==> config.mk <==
export PLATFORM = sky130hd
export DESIGN_NAME = fisher_edge_extrema_detector
export DESIGN_NICKNAME = d
export VERILOG_FILES = /design/src/hw/rtl/fee_pkg.sv /design/src/hw/rtl/fee_seq.sv /design/src/hw/rtl/fee_datapath.sv /design/src/hw/rtl/fee_extrema.sv /design/src/hw/rtl/fisher_edge_extrema_detector.sv
export SDC_FILE = /design/constraint.sdc
export NUM_CORES = 2
export LEC_CHECK = 0
export ABC_AREA = 1
export BUFFER_PORTS_ARGS = -buffer_cell sky130_fd_sc_hd__buf_4
export CORE_ASPECT_RATIO = 0.9
export CORE_MARGIN = 4
export CORE_UTILIZATION = 40
export DETAILED_ROUTE_END_ITERATION = 12
export HOLD_SLACK_MARGIN = 0.05
export SLEW_MARGIN = 20
export SYNTH_ARGS = -nofsm -noshare
export SYNTH_HDL_FRONTEND = slang
export SYNTH_HIERARCHICAL = 1
export SYNTH_SLANG_ARGS = --single-unit
==> constraint.sdc <==
create_clock -name clk -period 13.2 [get_ports clk]
set_clock_uncertainty 0.1 [all_clocks]
set_input_delay 1.98 -clock clk [delete_from_list [all_inputs] [get_ports clk]]
set_output_delay 1.98 -clock clk [all_outputs]
set_load 0.005 [all_outputs]
==> src/hw/rtl/fee_pkg.sv <==
package fee_pkg;

	localparam int DIM_W   = 7;
	localparam int SUM_W   = 20;
	localparam int SQ_W    = 28;
	localparam int N_W     = 14;
	localparam int PROD_W  = 48;
	localparam int ACC_W   = 46;
	localparam int ALU_W   = 64;
	localparam int REM_W   = 40;
	localparam int DV_W    = 62;
	localparam int QUO_W   = 19;
	localparam int ROOT_W  = 18;
	localparam int RESP_W  = 10;
	localparam int EDGE_W  = 8;
	localparam int CNT_W   = 5;
	localparam int DIV_SHIFT = QUO_W - 1;
	localparam int CFG_IDX_W = 1;

	localparam logic [CNT_W-1:0] DIV_LAST = CNT_W'(DIV_SHIFT);
	localparam logic [CNT_W-1:0] SQ_LAST  = CNT_W'(8);

	localparam logic [DIM_W-1:0] BOX_RESET = DIM_W'(4);

	localparam logic [RESP_W-1:0] RESP_MAX = 10'h1FF;
	localparam logic [RESP_W-1:0] RESP_MIN = 10'h200;

	typedef enum logic [CFG_IDX_W-1:0] {
		REG_BOX_ACROSS = 1'b0,
		REG_BOX_ALONG  = 1'b1
	} cfg_reg_t;

	typedef enum logic [1:0] {
		KIND_NONE = 2'd0,
		KIND_MAX  = 2'd1,
		KIND_MIN  = 2'd2
	} kind_t;

	typedef enum logic [3:0] {
		S_IDLE,
		S_MN,
		S_MQ1,
		S_MS1,
		S_MQ2,
		S_MS2,
		S_MD,
		S_MNN,
		S_FLR,
		S_DVL,
		S_DIV,
		S_SQL,
		S_SQ,
		S_FIN
	} state_t;

	typedef enum logic [3:0] {
		OP_NONE,
		OP_LOAD,
		OP_MN,
		OP_MQ1,
		OP_MS1,
		OP_MQ2,
		OP_MS2,
		OP_MD,
		OP_MNN,
		OP_FLR,
		OP_DVL,
		OP_DIV,
		OP_SQL,
		OP_SQ,
		OP_FIN
	} dp_op_t;

	typedef struct packed {
		dp_op_t           op;
		logic [CNT_W-1:0] cnt;
	} dp_ctrl_t;

	typedef struct packed {
		logic              start;
		logic [RESP_W-1:0] resp;
	} resp_beat_t;

endpackage

==> src/hw/rtl/fee_seq.sv <==
module fee_seq
	import fee_pkg::*;
(
	input  logic     clk,
	input  logic     arst_n,
	input  logic     in_tvalid,
	output logic     in_tready,
	input  logic     fin_ready,
	output dp_ctrl_t ctrl
);

	state_t           state_q;
	state_t           state_nxt;
	logic [CNT_W-1:0] cnt_q;

	always_comb begin
		state_nxt = state_q;
		unique case (state_q)
			S_IDLE: if (in_tvalid) state_nxt = S_MN;
			S_MN:   state_nxt = S_MQ1;
			S_MQ1:  state_nxt = S_MS1;
			S_MS1:  state_nxt = S_MQ2;
			S_MQ2:  state_nxt = S_MS2;
			S_MS2:  state_nxt = S_MD;
			S_MD:   state_nxt = S_MNN;
			S_MNN:  state_nxt = S_FLR;
			S_FLR:  state_nxt = S_DVL;
			S_DVL:  state_nxt = S_DIV;
			S_DIV:  if (cnt_q == '0) state_nxt = S_SQL;
			S_SQL:  state_nxt = S_SQ;
			S_SQ:   if (cnt_q == '0) state_nxt = S_FIN;
			S_FIN:  if (fin_ready) state_nxt = S_IDLE;
			default: state_nxt = S_IDLE;
		endcase
	end

	always_comb begin
		in_tready = 1'b0;
		ctrl.cnt  = cnt_q;
		ctrl.op   = OP_NONE;
		unique case (state_q)
			S_IDLE: begin
				in_tready = 1'b1;
				if (in_tvalid) ctrl.op = OP_LOAD;
			end
			S_MN:  ctrl.op = OP_MN;
			S_MQ1: ctrl.op = OP_MQ1;
			S_MS1: ctrl.op = OP_MS1;
			S_MQ2: ctrl.op = OP_MQ2;
			S_MS2: ctrl.op = OP_MS2;
			S_MD:  ctrl.op = OP_MD;
			S_MNN: ctrl.op = OP_MNN;
			S_FLR: ctrl.op = OP_FLR;
			S_DVL: ctrl.op = OP_DVL;
			S_DIV: ctrl.op = OP_DIV;
			S_SQL: ctrl.op = OP_SQL;
			S_SQ:  ctrl.op = OP_SQ;
			S_FIN: if (fin_ready) ctrl.op = OP_FIN;
			default: ctrl.op = OP_NONE;
		endcase
	end

	always_ff @(posedge clk or negedge arst_n) begin
		if (!arst_n) begin
			state_q <= S_IDLE;
			cnt_q   <= '0;
		end else begin
			state_q <= state_nxt;
			unique case (state_q)
				S_DVL:   cnt_q <= DIV_LAST;
				S_SQL:   cnt_q <= SQ_LAST;
				S_DIV,
				S_SQ:    cnt_q <= cnt_q - CNT_W'(1);
				default: cnt_q <= cnt_q;
			endcase
		end
	end

`ifndef SYNTHESIS
	a_div_cnt_range: assert property (@(posedge clk) disable iff (!arst_n)
		(state_q == S_DIV) |-> (cnt_q <= DIV_LAST))
		else $error("divide step count out of range");
`endif

endmodule

==> src/hw/rtl/fee_datapath.sv <==
module fee_datapath
	import fee_pkg::*;
(
	input  logic             clk,
	input  dp_ctrl_t         ctrl,
	input  logic [DIM_W-1:0] box_across,
	input  logic [DIM_W-1:0] box_along,
	input  logic             line_start,
	input  logic [SUM_W-1:0] sum_first,
	input  logic [SUM_W-1:0] sum_second,
	input  logic [SQ_W-1:0]  sumsq_first,
	input  logic [SQ_W-1:0]  sumsq_second,
	output resp_beat_t       beat
);

	logic [SUM_W-1:0]  s1_q, s2_q, d_q;
	logic [SQ_W-1:0]   q1_q, q2_q;
	logic              start_q, neg_q;
	logic [N_W-1:0]    n_q;
	logic [PROD_W-1:0] p_q;
	logic [ACC_W-1:0]  acc_q;
	logic [REM_W-1:0]  rem_q;
	logic [DV_W-1:0]   dv_q;
	logic [QUO_W-1:0]  quo_q;
	logic [ROOT_W-1:0] root_q;

	logic [DIM_W-1:0]  w_eff, l_eff;
	logic [SUM_W-1:0]  mul_a;
	logic [SQ_W-1:0]   mul_b;
	logic [PROD_W-1:0] mul_y;
	logic [ALU_W-1:0]  alu_a, alu_b, alu_y;
	logic              alu_sub, alu_neg;
	logic [ROOT_W-1:0] bit_mask, trial;
	logic              in_neg;
	logic [RESP_W-2:0] k_mag;
	logic [RESP_W-1:0] resp;

	assign w_eff = (box_across == '0) ? DIM_W'(1) : box_across;
	assign l_eff = (box_along == '0) ? DIM_W'(1) : box_along;
	assign in_neg = sum_second < sum_first;

	// shared multiplier, operands picked per step
	always_comb begin
		unique case (ctrl.op)
			OP_MN: begin
				mul_a = SUM_W'(w_eff);
				mul_b = SQ_W'(l_eff);
			end
			OP_MQ1: begin
				mul_a = SUM_W'(p_q[N_W-1:0]);
				mul_b = q1_q;
			end
			OP_MS1: begin
				mul_a = s1_q;
				mul_b = SQ_W'(s1_q);
			end
			OP_MQ2: begin
				mul_a = SUM_W'(n_q);
				mul_b = q2_q;
			end
			OP_MS2: begin
				mul_a = s2_q;
				mul_b = SQ_W'(s2_q);
			end
			OP_MD: begin
				mul_a = d_q;
				mul_b = SQ_W'(d_q);
			end
			default: begin
				mul_a = SUM_W'(n_q);
				mul_b = SQ_W'(n_q);
			end
		endcase
	end

	assign mul_y = {{(PROD_W-SUM_W){1'b0}}, mul_a} * {{(PROD_W-SQ_W){1'b0}}, mul_b};

	assign bit_mask = ROOT_W'(1) << {ctrl.cnt, 1'b0};
	assign trial    = root_q + bit_mask;

	// shared add / subtract unit
	always_comb begin
		alu_sub = 1'b1;
		unique case (ctrl.op)
			OP_DIV: begin
				alu_a = {{(ALU_W-REM_W){1'b0}}, rem_q};
				alu_b = {{(ALU_W-DV_W){1'b0}}, dv_q};
			end
			OP_SQ: begin
				alu_a = {{(ALU_W-REM_W){1'b0}}, rem_q};
				alu_b = {{(ALU_W-ROOT_W){1'b0}}, trial};
			end
			default: begin
				alu_a = {{(ALU_W-ACC_W){acc_q[ACC_W-1]}}, acc_q};
				alu_b = {{(ALU_W-PROD_W){1'b0}}, p_q};
				alu_sub = (ctrl.op != OP_MS2);
			end
		endcase
	end

	assign alu_y   = alu_a + (alu_sub ? ~alu_b : alu_b) + ALU_W'(alu_sub);
	assign alu_neg = alu_y[ALU_W-1];

	always_ff @(posedge clk) begin
		unique case (ctrl.op)
			OP_LOAD: begin
				s1_q    <= sum_first;
				s2_q    <= sum_second;
				q1_q    <= sumsq_first;
				q2_q    <= sumsq_second;
				start_q <= line_start;
				neg_q   <= in_neg;
				d_q     <= in_neg ? sum_first - sum_second : sum_second - sum_first;
			end
			OP_MN: p_q <= mul_y;
			OP_MQ1: begin
				n_q <= p_q[N_W-1:0];
				p_q <= mul_y;
			end
			OP_MS1: begin
				acc_q <= p_q[ACC_W-1:0];
				p_q   <= mul_y;
			end
			OP_MQ2, OP_MS2, OP_MD: begin
				acc_q <= alu_y[ACC_W-1:0];
				p_q   <= mul_y;
			end
			OP_MNN: begin
				rem_q <= p_q[REM_W-1:0];
				p_q   <= mul_y;
			end
			// variance floor of one
			OP_FLR: if (alu_neg) acc_q <= p_q[ACC_W-1:0];
			OP_DVL: begin
				dv_q  <= {acc_q[DV_W-DIV_SHIFT-1:0], {DIV_SHIFT{1'b0}}};
				quo_q <= '0;
			end
			OP_DIV: begin
				if (!alu_neg) rem_q <= alu_y[REM_W-1:0];
				quo_q <= {quo_q[QUO_W-2:0], !alu_neg};
				dv_q  <= dv_q >> 1;
			end
			OP_SQL: begin
				rem_q  <= REM_W'(quo_q[QUO_W-2:0]);
				root_q <= '0;
			end
			OP_SQ: begin
				if (!alu_neg) begin
					rem_q  <= alu_y[REM_W-1:0];
					root_q <= (root_q >> 1) + bit_mask;
				end else begin
					root_q <= root_q >> 1;
				end
			end
			default: begin
			end
		endcase
	end

	assign k_mag = root_q[RESP_W-2:0];

	always_comb begin
		if (neg_q) begin
			resp = quo_q[QUO_W-1] ? RESP_MIN : ~{1'b0, k_mag} + RESP_W'(1);
		end else begin
			resp = quo_q[QUO_W-1] ? RESP_MAX : {1'b0, k_mag};
		end
	end

	assign beat.start = start_q;
	assign beat.resp  = resp;

endmodule

==> src/hw/rtl/fee_extrema.sv <==
module fee_extrema
	import fee_pkg::*;
(
	input  logic              clk,
	input  logic              arst_n,
	input  logic              fin_go,
	input  resp_beat_t        beat,
	output logic              fin_ready,
	output logic              out_tvalid,
	input  logic              out_tready,
	output logic [EDGE_W-1:0] edge_value,
	output kind_t             extremum_kind
);

	logic signed [RESP_W-1:0] last_q;
	logic                     rise_q, fall_q;
	logic                     valid_q;
	logic [EDGE_W-1:0]        edge_q;
	kind_t                    kind_q;

	logic signed [RESP_W-1:0] cur;
	logic                     rise_nxt, fall_nxt;
	logic [EDGE_W-1:0]        edge_nxt;
	kind_t                    kind_nxt;
	logic [EDGE_W-1:0]        prev_sat;

	assign cur = $signed(beat.resp);

	always_comb begin
		if (last_q > $signed(RESP_W'(127))) begin
			prev_sat = 8'h7F;
		end else if (last_q < $signed(RESP_W'(-128))) begin
			prev_sat = 8'h80;
		end else begin
			prev_sat = last_q[EDGE_W-1:0];
		end
	end

	always_comb begin
		rise_nxt = rise_q;
		fall_nxt = fall_q;
		edge_nxt = '0;
		kind_nxt = KIND_NONE;
		if (cur < last_q) begin
			if (rise_q) begin
				edge_nxt = prev_sat;
				kind_nxt = KIND_MAX;
				rise_nxt = 1'b0;
			end
			fall_nxt = 1'b1;
		end else if (cur > last_q) begin
			if (fall_q) begin
				edge_nxt = prev_sat;
				kind_nxt = KIND_MIN;
				fall_nxt = 1'b0;
			end
			rise_nxt = 1'b1;
		end
	end

	assign fin_ready = !valid_q || out_tready;

	always_ff @(posedge clk or negedge arst_n) begin
		if (!arst_n) begin
			last_q  <= '0;
			rise_q  <= 1'b0;
			fall_q  <= 1'b0;
			valid_q <= 1'b0;
		end else begin
			if (fin_go) begin
				last_q  <= cur;
				rise_q  <= beat.start ? 1'b0 : rise_nxt;
				fall_q  <= beat.start ? 1'b0 : fall_nxt;
				valid_q <= !beat.start;
			end else if (out_tready) begin
				valid_q <= 1'b0;
			end
		end
	end

	always_ff @(posedge clk) begin
		if (fin_go) begin
			edge_q <= edge_nxt;
			kind_q <= kind_nxt;
		end
	end

	assign out_tvalid    = valid_q;
	assign edge_value    = edge_q;
	assign extremum_kind = kind_q;

`ifndef SYNTHESIS
	a_no_overwrite: assert property (@(posedge clk) disable iff (!arst_n)
		fin_go |-> (!valid_q || out_tready))
		else $error("result register overwritten while stalled");
	a_dir_flags: assert property (@(posedge clk) disable iff (!arst_n)
		$onehot0({rise_q, fall_q}))
		else $error("rising and falling flags both set");
`endif

endmodule

==> src/hw/rtl/fisher_edge_extrema_detector.sv <==
// a new input beat is taken only after the previous one finishes, and finishing waits while the output stalls;
// the steps share one multiplier and one add/subtract unit
//   (7 multiply steps, floor and two setup steps, 19 divide steps, 9 square root steps,
//   load and finish)
// s_axis_tready is high only while the sequencer is idle
// asynchronous active-low reset: box width and length to 4, last response and flags to zero
module fisher_edge_extrema_detector
	import fee_pkg::*;
(
	input  logic                 clk,
	input  logic                 arst_n,
	input  logic                 cfg_we,
	input  logic [CFG_IDX_W-1:0] cfg_index,
	input  logic [DIM_W-1:0]     cfg_data,
	input  logic                 s_axis_tvalid,
	output logic                 s_axis_tready,
	// sum_first, sum_second, sumsq_first, sumsq_second
	input  logic [95:0]          s_axis_tdata,
	// line_start
	input  logic                 s_axis_tuser,
	output logic                 m_axis_tvalid,
	input  logic                 m_axis_tready,
	// edge_value
	output logic [7:0]           m_axis_tdata,
	// extremum_kind
	output logic [1:0]           m_axis_tuser
);

	logic [DIM_W-1:0] box_across_q, box_along_q;
	dp_ctrl_t         ctrl;
	resp_beat_t       beat;
	logic             fin_ready;
	kind_t            kind;

	always_ff @(posedge clk or negedge arst_n) begin
		if (!arst_n) begin
			box_across_q <= BOX_RESET;
			box_along_q  <= BOX_RESET;
		end else if (cfg_we) begin
			unique case (cfg_reg_t'(cfg_index))
				REG_BOX_ACROSS: box_across_q <= cfg_data;
				REG_BOX_ALONG:  box_along_q  <= cfg_data;
				default: begin
				end
			endcase
		end
	end

	fee_seq u_seq (
		.clk       (clk),
		.arst_n    (arst_n),
		.in_tvalid (s_axis_tvalid),
		.in_tready (s_axis_tready),
		.fin_ready (fin_ready),
		.ctrl      (ctrl)
	);

	fee_datapath u_datapath (
		.clk          (clk),
		.ctrl         (ctrl),
		.box_across   (box_across_q),
		.box_along    (box_along_q),
		.line_start   (s_axis_tuser),
		.sum_first    (s_axis_tdata[19:0]),
		.sum_second   (s_axis_tdata[39:20]),
		.sumsq_first  (s_axis_tdata[67:40]),
		.sumsq_second (s_axis_tdata[95:68]),
		.beat         (beat)
	);

	fee_extrema u_extrema (
		.clk           (clk),
		.arst_n        (arst_n),
		.fin_go        (ctrl.op == OP_FIN),
		.beat          (beat),
		.fin_ready     (fin_ready),
		.out_tvalid    (m_axis_tvalid),
		.out_tready    (m_axis_tready),
		.edge_value    (m_axis_tdata),
		.extremum_kind (kind)
	);

	assign m_axis_tuser = kind;

`ifndef SYNTHESIS
	a_busy_after_accept: assert property (@(posedge clk) disable iff (!arst_n)
		(s_axis_tvalid && s_axis_tready) |=> !s_axis_tready)
		else $error("input accepted again while busy");
`endif

endmodule
==> reports/results.txt <==
Status: finished clean
Period utilization: 87.29%
Die height: 319.5 um
Post-cts gate resize count: 0
Routed vias: 35,000
Slew Viols, Final: 0
Post-synthesis sequential area ratio: 28.22%
Hpwl dp: 102.5 mm
Root buffer cell: clkbuf_16
Startpoint class of the critical path: primary input
Area growth from synthesis to layout: 9.766%
Total negative slack: 0 ns
Fillers: 10,550
Global-route wire length before repair: 203.4 mm
Layout cells sized above 1: 6.780%
Final WL: 131.2 mm
Clock-pin slew of the registers on the worst-case setup and hold paths: 0.06 ns
# hold bufs at CTS: 0
Prevailing post-synth register cell: edfxtp_1
Most used cell, CP: inv_1
Top cell family by delay on the critical path: adder cells
Die Wd: 354.1 um
Final setup violation count: 0
Post-route ant nets: 0
Max_cap viols: 0
Largest net degree at the start of global routing: 84
Vias in the first global route: 34,700
CP Buf/Inv Count: 10
Grt total ovfl: 0
First DRT Iteration DRCs: 3,340
Diode count: 0
Yosys warning count: 6
EDFF count, synth: 375
Final hold violations: 0
Asr flop ratio synth: 8.759%
Slowest stage delay, CP: 0.70 ns
Minimum clock period: 11.52 ns
Die area: 113,100 um2
Num ports: 122
Syn avg cell area: 8.427 um2
Buffers on Ports: 121
DRC Markers: 0
FMAX: 86.79 MHz
Layout Utilization: 44.57%
Slew headroom: 24.58%
Yosys reg bits: 411
Arrival time at the worst endpoint: 11.80 ns
Largest area contributor in the netlist: edfxtp_1
Crit-path max FO: 23
Hold WC Path Type: register to register
Top post-synthesis cells by area: edfxtp_1, fa_1, inv_1, nand2_1, ha_1
Worst setup path category: primary input to register
Clock tree buffer depth: 3
Clk sinks: 411
Synthesized cell area: 43,110 um2
Top-area cell type share of the netlist area: 26.12%
Number of distinct library cells after synthesis: 66
H-tree levels: 2
Initial Util: 40.60%
WP data required: 13.48 ns
Slowest CP cell: nor2_2
Initial DRT Pass Iterations: 6
Post-Syn Instances: 5,116
Post-CTS Setup Inserts: 0
Crit end category: register
Num CTS Buffers: 45
Initial antenna violation count: 1
GP Congestion: 0.9525
CTS tree: built
Wire length per cell: 19.53 um
Final net count: 6,113
Vias per cell: 5.211
Worst-Margin Slew: 1.130 ns
RSZ-0062 raised after global routing: no
Gr usage total: 23.03%
Row cnt: 113
Worst-Skew Late Latency: 0.64 ns
Core area: 106,200 um2
[layer usage]
layer	wire length, um	up-vias	global-route usage [%]
met4	3936	2	6.347
met2	57020	1302	35.58
li1	-	16370	-
met5	56	-	0.3750
met3	10630	217	3.595
met1	59560	17120	33.66
[Yosys cell counts (all sizes together) (34+ instances only)]
| cell | instances |
|---|---|
| nor2 | 463 |
| dfrtp | 34 |
| clkbuf | 94 |
| buf | 57 |
| o21ai | 337 |
| nand3 | 154 |
| nand2 | 1061 |
| ha | 292 |
| inv | 1076 |
| xor2 | 114 |
| fa | 467 |
| edfxtp | 375 |
| a21oi | 228 |
| xnor2 | 43 |
[stage by stage]
step	cells	hold slack (ns)	area, um2	setup slack (ns)
2_1_floorplan	5162	0.3264	43280	3.278
3_3_place_gp	6634	0.3323	45880	1.310
3_5_place_dp	6634	0.3465	45880	1.115
4_1_cts	6717	0.3488	47320	1.783
5_1_grt	6717	0.3604	47320	0.9201
6_report	6717	0.3498	47320	1.678
[sequential cells by signal (all words and copies together) (netlist names), 8 cells and up]
signal                count
u_datapath/s2_q          20
u_datapath/root_q        18
u_extrema/edge_value      8
u_datapath/n_q           14
u_datapath/rem_q         40
u_datapath/dv_q          62
u_extrema/last_q         10
u_datapath/d_q           20
u_datapath/acc_q         46
u_datapath/quo_q         19
u_datapath/q2_q          28
u_datapath/p_q           48
u_datapath/s1_q          20
u_datapath/q1_q          28
[area by class of cell]
type                            count  area [um2]  share of cell area (%)
Timing Repair Buffer              186        1396                   2.951
Inverter                         1085        4081                   8.625
Sequential cell                   411       12160                   25.71
Multi-Input combinational cell   3515       26440                   55.88
Tap cell                         1437        1798                   3.799
Clock buffer                       51        1149                   2.427
Clock inverter                     32       290.3                  0.6134
[layout by cell type (no fill, tap or decap), drive strengths merged, types with 4 or more instances in the layout]
cell type  synthesis  layout
a2111oi            8       8
a21boi            15      15
a21oi            228     228
a221oi            11      11
a22o              14      14
a31oi             33      33
and3               4       4
buf               57     186
clkbuf            94      51
clkinv             9      34
conb               2      48
dfrtp             34      34
edfxtp           375     375
fa               467     467
ha               292     292
inv             1076    1077
mux2i             11      11
nand2           1061    1061
nand3            154     154
nand3b             8       8
nand4             21      21
nor2             463     463
nor3              25      25
nor4              11      11
o2111ai            6       6
o211ai            19      19
o21a              22      22
o21ai            337     337
o21bai            14      14
o221ai            26      26
o22ai             16      16
o31ai              6       6
or2               21      21
xnor2             43      43
xor2             114     114
[cells by family after synthesis]
kind of cell	share of synthesized area [%]
adders and majority gates	30.16
and+or+nand+nor	16.84
DFF	28.22
other	0.01742
AOI/OAI and AO/OA	10.32
buffers and inverters	11.00
muxes	0.2554
xor gates and xnor gates	3.190
[path summary, 6_finish.rpt]
kind,slack (ns),to,start,cells past startpoint
worst max-delay path,1.68,u_datapath/p_q[40],s_axis_tvalid,34
worst min-delay path,0.35,u_datapath/n_q[12],u_datapath/p_q[12],0
worst max register to register,2.42,u_datapath/p_q[40],u_seq/state_q[2],37
worst min register to register,0.35,u_datapath/n_q[12],u_datapath/p_q[12],0
max in group asynchronous,11.38,box_across_q[2],arst_n,1
min in group asynchronous,1.23,u_seq/cnt_q[1],arst_n,1
Power is left out: the tool's default activity adds up to more than one toggle a clock period on the data nets, which glitch-free logic cannot reach.
